### config.mk
export PLATFORM = sky130hd
export DESIGN_NAME = encoder_period_capture_flat
export DESIGN_NICKNAME = d
export VERILOG_FILES = /design/src/hdl/ecp_pkg.sv /design/src/hdl/ecp_if.sv /design/src/hdl/ecp_in_stage.sv /design/src/hdl/ecp_smooth.sv /design/src/hdl/ecp_update.sv /design/src/hdl/ecp_out_stage.sv /design/src/hdl/encoder_period_capture.sv /design/src/flat_wrapper.sv
export SDC_FILE = /design/constraint.sdc
export NUM_CORES = 2
export LEC_CHECK = 0
export ABC_CLOCK_PERIOD_IN_PS = 13700
export BUFFER_PORTS_ARGS = -buffer_cell sky130_fd_sc_hd__buf_2
export CORE_UTILIZATION = 55
export DETAILED_ROUTE_END_ITERATION = 6
export PLACE_DENSITY = 0.76
export SETUP_SLACK_MARGIN = 0.15
export SYNTH_ARGS = -nofsm -noshare
export SYNTH_HDL_FRONTEND = slang
export SYNTH_SLANG_ARGS = --single-unit
### constraint.sdc
create_clock -name clk -period 13.7 [get_ports clk]
set_input_delay 2.055 -clock clk [delete_from_list [all_inputs] [get_ports clk]]
set_output_delay 2.055 -clock clk [all_outputs]
set_load 0.1 [all_outputs]
### src/hdl/ecp_pkg.sv
package ecp_pkg;

  localparam int COUNT_BITS = 16;
  localparam int TICK_BITS  = 32;

  typedef enum logic [1:0] {
    KIND_OVF_RAISE   = 2'd0,
    KIND_OVF_SERVICE = 2'd1,
    KIND_CAPTURE     = 2'd2,
    KIND_REPORT      = 2'd3
  } req_kind_t;

  typedef struct packed {
    req_kind_t               req_type;
    logic [COUNT_BITS-1:0]   captured_count;
  } req_t;

  typedef struct packed {
    logic [TICK_BITS-1:0] period_ticks;
    logic [TICK_BITS-1:0] smoothed_ticks;
    logic [TICK_BITS-1:0] capture_time;
    logic                 edges_seen;
  } res_t;

endpackage

### src/hdl/ecp_if.sv
interface ecp_req_if;
  logic                          valid;
  logic                          ready;
  logic [1:0]                    req_type;
  logic [ecp_pkg::COUNT_BITS-1:0] captured_count;

  modport source (output valid, req_type, captured_count, input ready);
  modport sink (input valid, req_type, captured_count, output ready);
endinterface

interface ecp_res_if;
  logic                          valid;
  logic                          ready;
  logic [ecp_pkg::TICK_BITS-1:0] period_ticks;
  logic [ecp_pkg::TICK_BITS-1:0] smoothed_ticks;
  logic [ecp_pkg::TICK_BITS-1:0] capture_time;
  logic                          edges_seen;

  modport source (output valid, period_ticks, smoothed_ticks, capture_time, edges_seen,
                  input ready);
  modport sink (input valid, period_ticks, smoothed_ticks, capture_time, edges_seen,
                output ready);
endinterface

### src/hdl/ecp_in_stage.sv
module ecp_in_stage (
  input  logic          clk,
  input  logic          rst,
  ecp_req_if.sink       req,
  output ecp_pkg::req_t item,
  output logic          item_valid,
  input  logic          item_take
);
  import ecp_pkg::*;

  assign req.ready = !item_valid || item_take;

  always_ff @(posedge clk) begin
    if (rst) begin
      item_valid <= 1'b0;
    end else if (req.ready) begin
      item_valid <= req.valid;
    end
  end

  always_ff @(posedge clk) begin
    if (req.valid && req.ready) begin
      item.req_type       <= req_kind_t'(req.req_type);
      item.captured_count <= req.captured_count;
    end
  end

endmodule

### src/hdl/ecp_smooth.sv
module ecp_smooth (
  input  logic [ecp_pkg::TICK_BITS-1:0] period,
  input  logic [ecp_pkg::TICK_BITS-1:0] smoothed,
  output logic [ecp_pkg::TICK_BITS-1:0] average
);
  import ecp_pkg::*;

  // floor(2^19 / 3) + 1; exact quotient by three for any 18-bit value.
  localparam logic [17:0] RECIP3 = 18'd174763;
  localparam int          HALF_W = 17;
  localparam logic [15:0] THIRD_OF_HALF = 16'd43690;  // floor(2^17 / 3)

  function automatic logic [16:0] div3(input logic [17:0] x);
    logic [35:0] prod;
    prod = {18'b0, x} * {18'b0, RECIP3};
    return prod[35:19];
  endfunction

  logic [34:0]       acc;
  logic [33:0]       half_acc;
  logic [HALF_W-1:0] hi;
  logic [HALF_W-1:0] lo;
  logic [16:0]       q_hi;
  logic [16:0]       hi_back;
  logic [1:0]        r_hi;
  logic [16:0]       cand0, cand1, cand2;
  logic [16:0]       low_q;
  logic [33:0]       mid;
  logic [33:0]       total;

  // (p + 5*s) / 6 == ((p + 5*s) >> 1) / 3. The 34-bit dividend is split in two
  // 17-bit halves; the remainder of the upper half carries into the lower one.
  assign acc      = {3'b0, period} + {1'b0, smoothed, 2'b0} + {3'b0, smoothed};
  assign half_acc = acc[34:1];
  assign hi       = half_acc[33:17];
  assign lo       = half_acc[16:0];

  assign q_hi    = div3({1'b0, hi});
  assign hi_back = {q_hi[15:0], 1'b0} + q_hi;
  assign r_hi    = 2'(hi - hi_back);

  // Upper remainder r contributes r*2^17 = r*43690*3 + 2r.
  assign cand0 = div3({1'b0, lo});
  assign cand1 = div3({1'b0, lo} + 18'd2);
  assign cand2 = div3({1'b0, lo} + 18'd4);

  always_comb begin
    case (r_hi)
      2'd0: begin
        low_q = cand0;
        mid   = 34'd0;
      end
      2'd1: begin
        low_q = cand1;
        mid   = {18'b0, THIRD_OF_HALF};
      end
      default: begin
        low_q = cand2;
        mid   = {17'b0, THIRD_OF_HALF, 1'b0};
      end
    endcase
  end

  assign total   = {q_hi, 17'b0} + mid + {17'b0, low_q};
  assign average = total[TICK_BITS-1:0];

endmodule

### src/hdl/ecp_update.sv
module ecp_update #(
  parameter int TIMER_BITS = 16,
  parameter int EXT_BITS   = 16
) (
  input  logic          clk,
  input  logic          rst,
  input  ecp_pkg::req_t item,
  input  logic          item_valid,
  input  logic          out_space,
  output logic          item_take,
  output ecp_pkg::res_t result
);
  import ecp_pkg::*;

  localparam int FULL_W = TIMER_BITS + EXT_BITS;

  logic [EXT_BITS-1:0]   rollover_count, rollover_count_next;
  logic                  overflow_pending, overflow_pending_next;
  logic [TICK_BITS-1:0]  last_time, last_time_next;
  logic                  last_valid, last_valid_next;
  logic [TICK_BITS-1:0]  period_reg, period_reg_next;
  logic [TICK_BITS-1:0]  smoothed_reg, smoothed_reg_next;
  logic                  first_period, first_period_next;
  logic                  edge_flag, edge_flag_next;

  logic [TIMER_BITS+COUNT_BITS-1:0] count_ext;
  logic [TIMER_BITS-1:0]            tval;
  logic                             early_wrap;
  logic [EXT_BITS-1:0]              roll_inc;
  logic [EXT_BITS-1:0]              roll_cap;
  logic [FULL_W-1:0]                full_time;
  logic [FULL_W+TICK_BITS-1:0]      full_pad;
  logic [TICK_BITS-1:0]             now;
  logic [TICK_BITS-1:0]             new_period;
  logic [TICK_BITS-1:0]             average;

  assign item_take = item_valid && out_space;

  assign count_ext  = {{TIMER_BITS{1'b0}}, item.captured_count};
  assign tval       = count_ext[TIMER_BITS-1:0];
  assign roll_inc   = rollover_count + {{(EXT_BITS-1){1'b0}}, 1'b1};
  // A capture in the lower half while an overflow is pending belongs after it.
  assign early_wrap = overflow_pending && !tval[TIMER_BITS-1];
  assign roll_cap   = early_wrap ? roll_inc : rollover_count;
  assign full_time  = {roll_cap, tval};
  assign full_pad   = {{TICK_BITS{1'b0}}, full_time};
  assign now        = full_pad[TICK_BITS-1:0];
  assign new_period = now - last_time;

  ecp_smooth u_smooth (
    .period   (new_period),
    .smoothed (smoothed_reg),
    .average  (average)
  );

  always_comb begin
    rollover_count_next   = rollover_count;
    overflow_pending_next = overflow_pending;
    last_time_next        = last_time;
    last_valid_next       = last_valid;
    period_reg_next       = period_reg;
    smoothed_reg_next     = smoothed_reg;
    first_period_next     = first_period;
    edge_flag_next        = edge_flag;
    case (item.req_type)
      KIND_OVF_RAISE: begin
        overflow_pending_next = 1'b1;
      end
      KIND_OVF_SERVICE: begin
        if (overflow_pending) begin
          rollover_count_next   = roll_inc;
          overflow_pending_next = 1'b0;
        end
      end
      KIND_CAPTURE: begin
        edge_flag_next      = 1'b1;
        rollover_count_next = roll_cap;
        if (early_wrap) begin
          overflow_pending_next = 1'b0;
        end
        if (last_valid) begin
          period_reg_next   = new_period;
          first_period_next = 1'b0;
          smoothed_reg_next = first_period ? new_period : average;
        end
        last_time_next  = now;
        last_valid_next = 1'b1;
      end
      default: begin
        if (edge_flag) begin
          edge_flag_next = 1'b0;
        end else begin
          period_reg_next = '0;
        end
      end
    endcase
  end

  always_ff @(posedge clk) begin
    if (rst) begin
      rollover_count   <= '0;
      overflow_pending <= 1'b0;
      last_time        <= '0;
      last_valid       <= 1'b0;
      period_reg       <= '0;
      smoothed_reg     <= '0;
      first_period     <= 1'b1;
      edge_flag        <= 1'b0;
    end else if (item_take) begin
      rollover_count   <= rollover_count_next;
      overflow_pending <= overflow_pending_next;
      last_time        <= last_time_next;
      last_valid       <= last_valid_next;
      period_reg       <= period_reg_next;
      smoothed_reg     <= smoothed_reg_next;
      first_period     <= first_period_next;
      edge_flag        <= edge_flag_next;
    end
  end

  assign result.period_ticks   = period_reg_next;
  assign result.smoothed_ticks = smoothed_reg_next;
  assign result.capture_time   = last_time_next;
  assign result.edges_seen     = edge_flag_next;

endmodule

### src/hdl/ecp_out_stage.sv
module ecp_out_stage (
  input  logic          clk,
  input  logic          rst,
  input  logic          load,
  input  ecp_pkg::res_t result,
  output logic          out_space,
  ecp_res_if.source     res
);
  import ecp_pkg::*;

  res_t held;

  assign out_space = !res.valid || res.ready;

  always_ff @(posedge clk) begin
    if (rst) begin
      res.valid <= 1'b0;
    end else if (out_space) begin
      res.valid <= load;
    end
  end

  always_ff @(posedge clk) begin
    if (load) begin
      held <= result;
    end
  end

  assign res.period_ticks   = held.period_ticks;
  assign res.smoothed_ticks = held.smoothed_ticks;
  assign res.capture_time   = held.capture_time;
  assign res.edges_seen     = held.edges_seen;

endmodule

### src/hdl/encoder_period_capture.sv
// Encoder period capture.
// The req channel carries one item per event: timer overflow raised, overflow
// serviced, edge capture with the latched 16-bit timer value, or report tick.
// Every accepted item produces exactly one item on the res channel, holding the
// latest period, the smoothed period, the extended time of the last capture and
// the edge-seen flag, all as they stand after that item has been applied.
// An accepted item is held in the input register. The update is combinational:
// the state and the result register are both written when the item is taken.
// Throughput: one item per cycle while the receiver takes results. The state
// update, including the one-sixth smoothing (a 35-bit add followed by a
// constant reciprocal multiply), is combinational, so consecutive captures
// never wait on each other.
// When the receiver holds res.ready low, the result register keeps its item,
// the input register fills, and req.ready drops; nothing is lost or repeated.
// Reset (synchronous, active high) empties both registers, zeroes the rollover
// count, times and periods, clears the pending and edge flags, and marks that
// neither a previous capture nor a first period exists yet.
module encoder_period_capture #(
  parameter int TIMER_BITS = 16,
  parameter int EXT_BITS   = 16
) (
  input  logic      clk,
  input  logic      rst,
  ecp_req_if.sink   req,
  ecp_res_if.source res
);
  import ecp_pkg::*;

  req_t item;
  logic item_valid;
  logic item_take;
  logic out_space;
  res_t result;

  // Input register: holds one item while the update stage is blocked.
  ecp_in_stage u_in (
    .clk        (clk),
    .rst        (rst),
    .req        (req),
    .item       (item),
    .item_valid (item_valid),
    .item_take  (item_take)
  );

  // Rollover extension, period and smoothing state; fires whenever the
  // result register has room for what it produces.
  ecp_update #(
    .TIMER_BITS (TIMER_BITS),
    .EXT_BITS   (EXT_BITS)
  ) u_update (
    .clk        (clk),
    .rst        (rst),
    .item       (item),
    .item_valid (item_valid),
    .out_space  (out_space),
    .item_take  (item_take),
    .result     (result)
  );

  // Result register facing the receiver.
  ecp_out_stage u_out (
    .clk       (clk),
    .rst       (rst),
    .load      (item_take),
    .result    (result),
    .out_space (out_space),
    .res       (res)
  );

endmodule

### src/flat_wrapper.sv
// flat-port wrapper written by rule: the top's interface ports become plain ports
module encoder_period_capture_flat import ecp_pkg::*;
#(
  parameter int TIMER_BITS = 16,
  parameter int EXT_BITS   = 16
)
  (clk, rst, req_valid, req_req_type, req_captured_count, req_ready, res_valid, res_period_ticks, res_smoothed_ticks, res_capture_time, res_edges_seen, res_ready);
  ecp_req_if req_i ();
  ecp_res_if res_i ();
  input  logic clk;
  input  logic rst;
  input wire logic [$bits(req_i.valid)-1:0] req_valid;
  input wire logic [$bits(req_i.req_type)-1:0] req_req_type;
  input wire logic [$bits(req_i.captured_count)-1:0] req_captured_count;
  output wire logic [$bits(req_i.ready)-1:0] req_ready;
  output wire logic [$bits(res_i.valid)-1:0] res_valid;
  output wire logic [$bits(res_i.period_ticks)-1:0] res_period_ticks;
  output wire logic [$bits(res_i.smoothed_ticks)-1:0] res_smoothed_ticks;
  output wire logic [$bits(res_i.capture_time)-1:0] res_capture_time;
  output wire logic [$bits(res_i.edges_seen)-1:0] res_edges_seen;
  input wire logic [$bits(res_i.ready)-1:0] res_ready;
  assign req_i.valid = req_valid;
  assign req_i.req_type = req_req_type;
  assign req_i.captured_count = req_captured_count;
  assign req_ready = req_i.ready;
  assign res_valid = res_i.valid;
  assign res_period_ticks = res_i.period_ticks;
  assign res_smoothed_ticks = res_i.smoothed_ticks;
  assign res_capture_time = res_i.capture_time;
  assign res_edges_seen = res_i.edges_seen;
  assign res_i.ready = res_ready;
  encoder_period_capture #(.TIMER_BITS(TIMER_BITS), .EXT_BITS(EXT_BITS)) u_core (.clk(clk), .rst(rst), .req(req_i), .res(res_i));
endmodule
After elaboration in Yosys (flattened, before gate mapping)
Cells that the tools add are included. W data, S select, Z words.

Add/sub/neg operators: 10. $mul: 4. Eq/ne operators: 5. Mux-type cells: 15. Reduce and logical (&&, ||, !) cells: 17.

Operators with widths (count): $mux W32 (6); $mul A18 B18 Y36 const B (2); $pmux W17 S2 (2); $add A32 B17 Y32 (2); $pmux W32 S2 (1); $add A32 B34 Y35 (1); $add A35 B32 Y35 (1); $mul A17 B18 Y35 const B (1); $mul A17 B18 Y34 const B (1); $mux W16 (2); $pmux W16 S2 (1); $sub A32 B32 Y32 (1); $add A17 B2 Y18 const B (1); $add A17 B3 Y18 const B (1); $add A16 B1 Y16 const B (1); $reduce_and A3 Y1 (3); $eq A2 B1 Y1 const B (2); $logic_not A2 Y1 (2); $ne A2 B2 Y1 const B (2); $logic_and A1 B1 Y1 (3); $logic_not A1 Y1 (3); $pmux W1 S3 (1); $reduce_bool A3 Y1 (1); $add A2 B2 Y2 (1); 8 further kinds (9).

Register bits after elaboration: 233. Bits of input ports: 22. Logic and storage cells: 67.

Logic depth before layout (Yosys ltp)
Word-level depth: 16. Depth in mapped cells: 71.

By module
From an unflattened synthesis, not the netlist that was laid out.

Cells, all modules: 3901. Area total of the unflattened synthesis: 36007.0 um^2.

By module, submodules not included: ecp_smooth (instances 1, cells each 2709, area each 24636.1 um^2); ecp_update (instances 1, cells each 1068, area each 7816.2 um^2); ecp_out_stage (instances 1, cells each 101, area each 2959.1 um^2); ecp_in_stage (instances 1, cells each 23, area each 595.6 um^2).

Worst setup path before layout
Ideal clock, no wire load.

Path kind: register -> register. Start: reg, netlist name u_core.u_in.item[1]. End: reg u_core.u_update.smoothed_reg[23]. Arrival: 14503 ps. Data required time: 13634 ps. Slack: -869 ps. Cell stages (with the launch flop): 70. Buffers on the path: 3. Period minus slack after synthesis: 14569 ps. Cell sequence: edfxtp_1 > ha_1 > nor2b_1 > o21ai_0 > a21boi_0 > o21ai_0 > a21boi_0 > o31a_1 > o21ai_0 > a21boi_0 > o21ai_0 > a21boi_0 > mux2i_1 > nand2_1 > fa_1 > ha_1 > and3_1 > nand3_1 > [... 34 more ...] > inv_2 > buf_6 > clkbuf_1 > clkbuf_1 > a21oi_1 > ha_1 > ha_1 > a21o_1 > a31oi_4 > a211oi_2 > o2111a_1 > o2111a_2 > o21ai_4 > and2b_2 > xnor2_1 > mux2_2 > o21ai_0 > nor2b_1.

Longest elaborated chain between the ends: 13. Elaborated cells between the ends (all ways): 20. Those cells by class: add/sub (9); mul (4); eq/ne (1); mux (5); reduce/logical (1).

RTL lines: $sub A32 B32 Y32 * (line ecp_update.sv:48) `assign new_period = now - last_time;`; $add A32 B34 Y35 (line ecp_smooth.sv:33) `assign acc = {3'b0, period} + {1'b0, smoothed, 2'b0} + {3'b0, smoothed};`; $add A35 B32 Y35 (line ecp_smooth.sv:33); $mul A17 B18 Y34 (line ecp_smooth.sv:15) `prod = {18'b0, x} * {18'b0, RECIP3};`; $add A2 B2 Y2 (line ecp_smooth.sv:39) `assign hi_back = {q_hi[15:0], 1'b0} + q_hi;`; $sub A2 B2 Y2 (line ecp_smooth.sv:40) `assign r_hi = 2'(hi - hi_back);`; $eq A2 B1 Y1 or $logic_not A2 Y1 (tied branches) (line ecp_smooth.sv:48) `case (r_hi)`; $pmux W17 S2 (line ecp_smooth.sv:48); $add A32 B17 Y32 (2 in a row) (line ecp_smooth.sv:64) `assign total = {q_hi, 17'b0} + mid + {17'b0, low_q};`; $mux W32 * (line ecp_update.sv:84) `smoothed_reg_next = first_period ? new_period : average;`; $mux W32 * (line ecp_update.sv:81) `if (last_valid) begin`; $mux W32 * (line ecp_update.sv:65) `case (item.req_type)`; end signal: assignment (line ecp_update.sv:115) `smoothed_reg <= smoothed_reg_next;`; end: declaration (line ecp_update.sv:22) `logic [TICK_BITS-1:0] smoothed_reg, smoothed_reg_next;`.

Every way passes the cells marked *; elsewhere a longest branch is shown, timed or not. A chain may end at the register's enable or synchronous reset.

==> impl_metrics.tcl <==
set metrics [dict create \
    crit_arrival_ns 14.15 \
    finalClockSkew_ns 0.0299 \
    setup_slack_ns -0.158 \
    cts_sinks 233 \
    placed_area_um2 39000 \
    setup_viol 20 \
    grt_usage_pct 27.9 \
    muxShareOfSynthArea_pct 0.609 \
    drt-initial-drc-count 1974 \
    num_rows 93 \
    antenna_found_initial 1 \
    drv_cap 0 \
    drtPass1Iterations 7 \
    synth_commonest_cells "inv_1 (762), ha_1 (630), fa_1 (419), nand2_1 (290), nor2_1 (220)" \
    area_delta_synth_final_pct 14.9 \
    ys_seq_elements 233 \
    multiInputGateArea_um2 27400 \
    num_vias 28600 \
    grt_pass1_vias 29500 \
    crit_fanout 3 \
    hold_violations 0 \
    synth_fp_nets 4928 \
    cts_hold_buf 0 \
    worstSetupEndpointType "flip-flop" \
    synth_top_family_by_area "adder cells" \
    clk_pin_slew_ns 0.06 \
    crit_cells 76 \
    clock_path_buffers 3 \
    portBuffers 120 \
    grt_max_degree 110 \
    synthArstFlopShare_pct 0 \
    maxSlewHeadroom_pct 20.4 \
    ys.flop_type "dfxtp_1" \
    synth_largest_area_cell "fa_1" \
    worst-r2r-cell-count 76 \
    ff_latch_area_um2 5820 \
    gr-total-overflow 0 \
    cts_made_buffers 24 \
    grt_pass1_wl_mm 150 \
    synthSimpleGateAreaFrac_pct 10.7 \
    antenna_cells 0 \
    io_pins 121 \
    synth_warnings 0 \
    tightest_slew_ns 1.19 \
    critPathMaxStageDelay_ns 0.54 \
    fillers 5128 \
    path_buf_inv 29 \
    pre_cts_ws_ns -0.527 \
    synth_xor_area_share_pct 4.52 \
    gp_congestion 0.968 \
    wl_per_cell_um 18.1 \
    min_period_over_period_pct 101 \
    cts_htree_levels 1 \
    startpoint_type "flip-flop" \
    dieHeight_um 257 \
    status "finished, violations left" \
    drv_slew 0 \
    synth_top_area_share_pct 23.4 \
    postSynthAreaPerCell_um2 9.27 \
    rsz0062_at_grt "true" \
    whs_path_depth 2 \
    ant_nets 0 \
    violations "design-rule violations, negative setup slack" \
    synth_edf_count 115 \
    wl_mm 92.2 \
    critPathKind "flip-flop to flip-flop" \
    fin_crit_ns 13.86 \
    critPathSlowestCell "fa_1" \
    initial_core_util_pct 55.6 \
    yosysUniqueCellTypes 115 \
    insertion_delay_ns 0.54 \
    yosysMostFrequentCell "inv_1" \
    synthAdderAreaFrac_pct 45.5 \
    clockRootBuffer "clkbuf_16" \
    via_per_inst 5.61 \
    die-area_um2 66100 \
    synth_compound_gate_area_share_pct 13.3 \
    netlist_area_um2 35800 \
    synth_top_cells_by_area "fa_1 (23%), ha_1 (22%), edfxtp_1 (9.7%)" \
    max_freq_mhz 72.2 \
    cpMostUsedCell "buf_4" \
    drcViolationCount 13 \
    stdcell_area_um2 41100 \
    cts_tree "yes" \
    synth-seq-area-share_pct 16.3 \
    path_delay_family "adder cells" \
    die_width_um 257 \
    coreArea_um2 64300 \
    required_ns 13.99 \
    postSynthCellCount 3857 \
    hp-class "flip-flop to flip-flop" \
    place_hpwl_mm 75.7 \
    layout.nets 5303 \
    drive_gt1_share_pct 16.2 \
]
## area by class of cell
class / count / area share, %
clock buffers: 31 / 1.55
well taps: 855 / 2.60
multi-input cells: 2776 / 66.8
inverters: 764 / 6.99
flip-flops and latches: 233 / 14.2
clock inverters: 13 / 0.405
repair buffers: 433 / 7.53
## placed cells by master, fill, tap and decap left out, types with 21 or more instances in the layout
cell type	instances
nor3_1	50
inv_1	754
o21ai_2	26
clkbuf_16	24
a211oi_1	54
xor2_1	66
nand4_1	27
edfxtp_1	115
ha_1	615
dfxtp_1	117
a22o_1	22
nand2_1	285
and3_1	22
o21ai_0	100
buf_2	119
o21a_1	22
a21o_1	73
nand3_1	55
fa_1	417
o21ai_1	28
nor2_1	214
nor2b_1	21
xnor2_1	93
buf_4	290
a21oi_1	202
## logic make-up (layout without fill, tap and decap cells)
group                    count (synthesis)  after routing
adder cells (fa/ha/maj)               1049           1049
buffers and inverters                  848           1241
AND/OR/NAND/NOR                        811            811
AO/OA/AOI/OAI                          713            713
flip-flops                             233            233
XOR/XNOR                               182            182
multiplexers                            21             21
## through the flow
step | utilization (%) | TNS (ns) | cells | hold slack [ns]
6_report | 63.9 | -1.40 | 5105 | 0.456
5_1_grt | 63.9 | -26.01 | 5105 | 0.475
4_1_cts | 62.7 | 0 | 5078 | 0.455
3_5_place_dp | 60.6 | -10.55 | 4992 | 0.447
3_3_place_gp | 60.6 | -3.28 | 4992 | 0.441
2_1_floorplan | - | 0 | 3857 | 0.436
## what timing repair did
item,CTS,global route
hold endpoints to repair,0,0
buffers inserted,42,27
pin swaps,45,85
setup endpoints to repair,50,56
gates resized for setup,65,146
## metal layers
| metal | share of wire, % | GRT usage, % |
|---|---|---|
| met1 | 42 | 36.0 |
| met2 | 50 | 49.7 |
| met3 | 4.3 | 2.12 |
| met4 | 3.4 | 8.85 |
| met5 | 0 | 0 |
## final timing paths
path | startpoint | endpoint | slack [ns]
worst max-delay path | u_core.u_in.item[0] | u_core.u_out.res.smoothed_ticks[28] | -0.16
worst max register to register | u_core.u_in.item[0] | u_core.u_out.res.smoothed_ticks[28] | -0.16
worst min register to register | u_core.u_update.period_reg[14] | u_core.u_update.period_reg[14] | 0.46
worst min-delay path | u_core.u_update.period_reg[14] | u_core.u_update.period_reg[14] | 0.46
## worst register-to-register path, delay by kind of cell, from the launching register on
kind	cells	cell delay [ns]
fa+ha+maj	11	4.21
xor+xnor	4	0.69
buf+inv	29	3.15
flops	1	0.39
simple gates	9	1.35
compound gates	22	3.61
mux	1	0.28
Power is left out: the tool's default activity adds up to more than one toggle a clock period on the data nets, which glitch-free logic cannot reach.
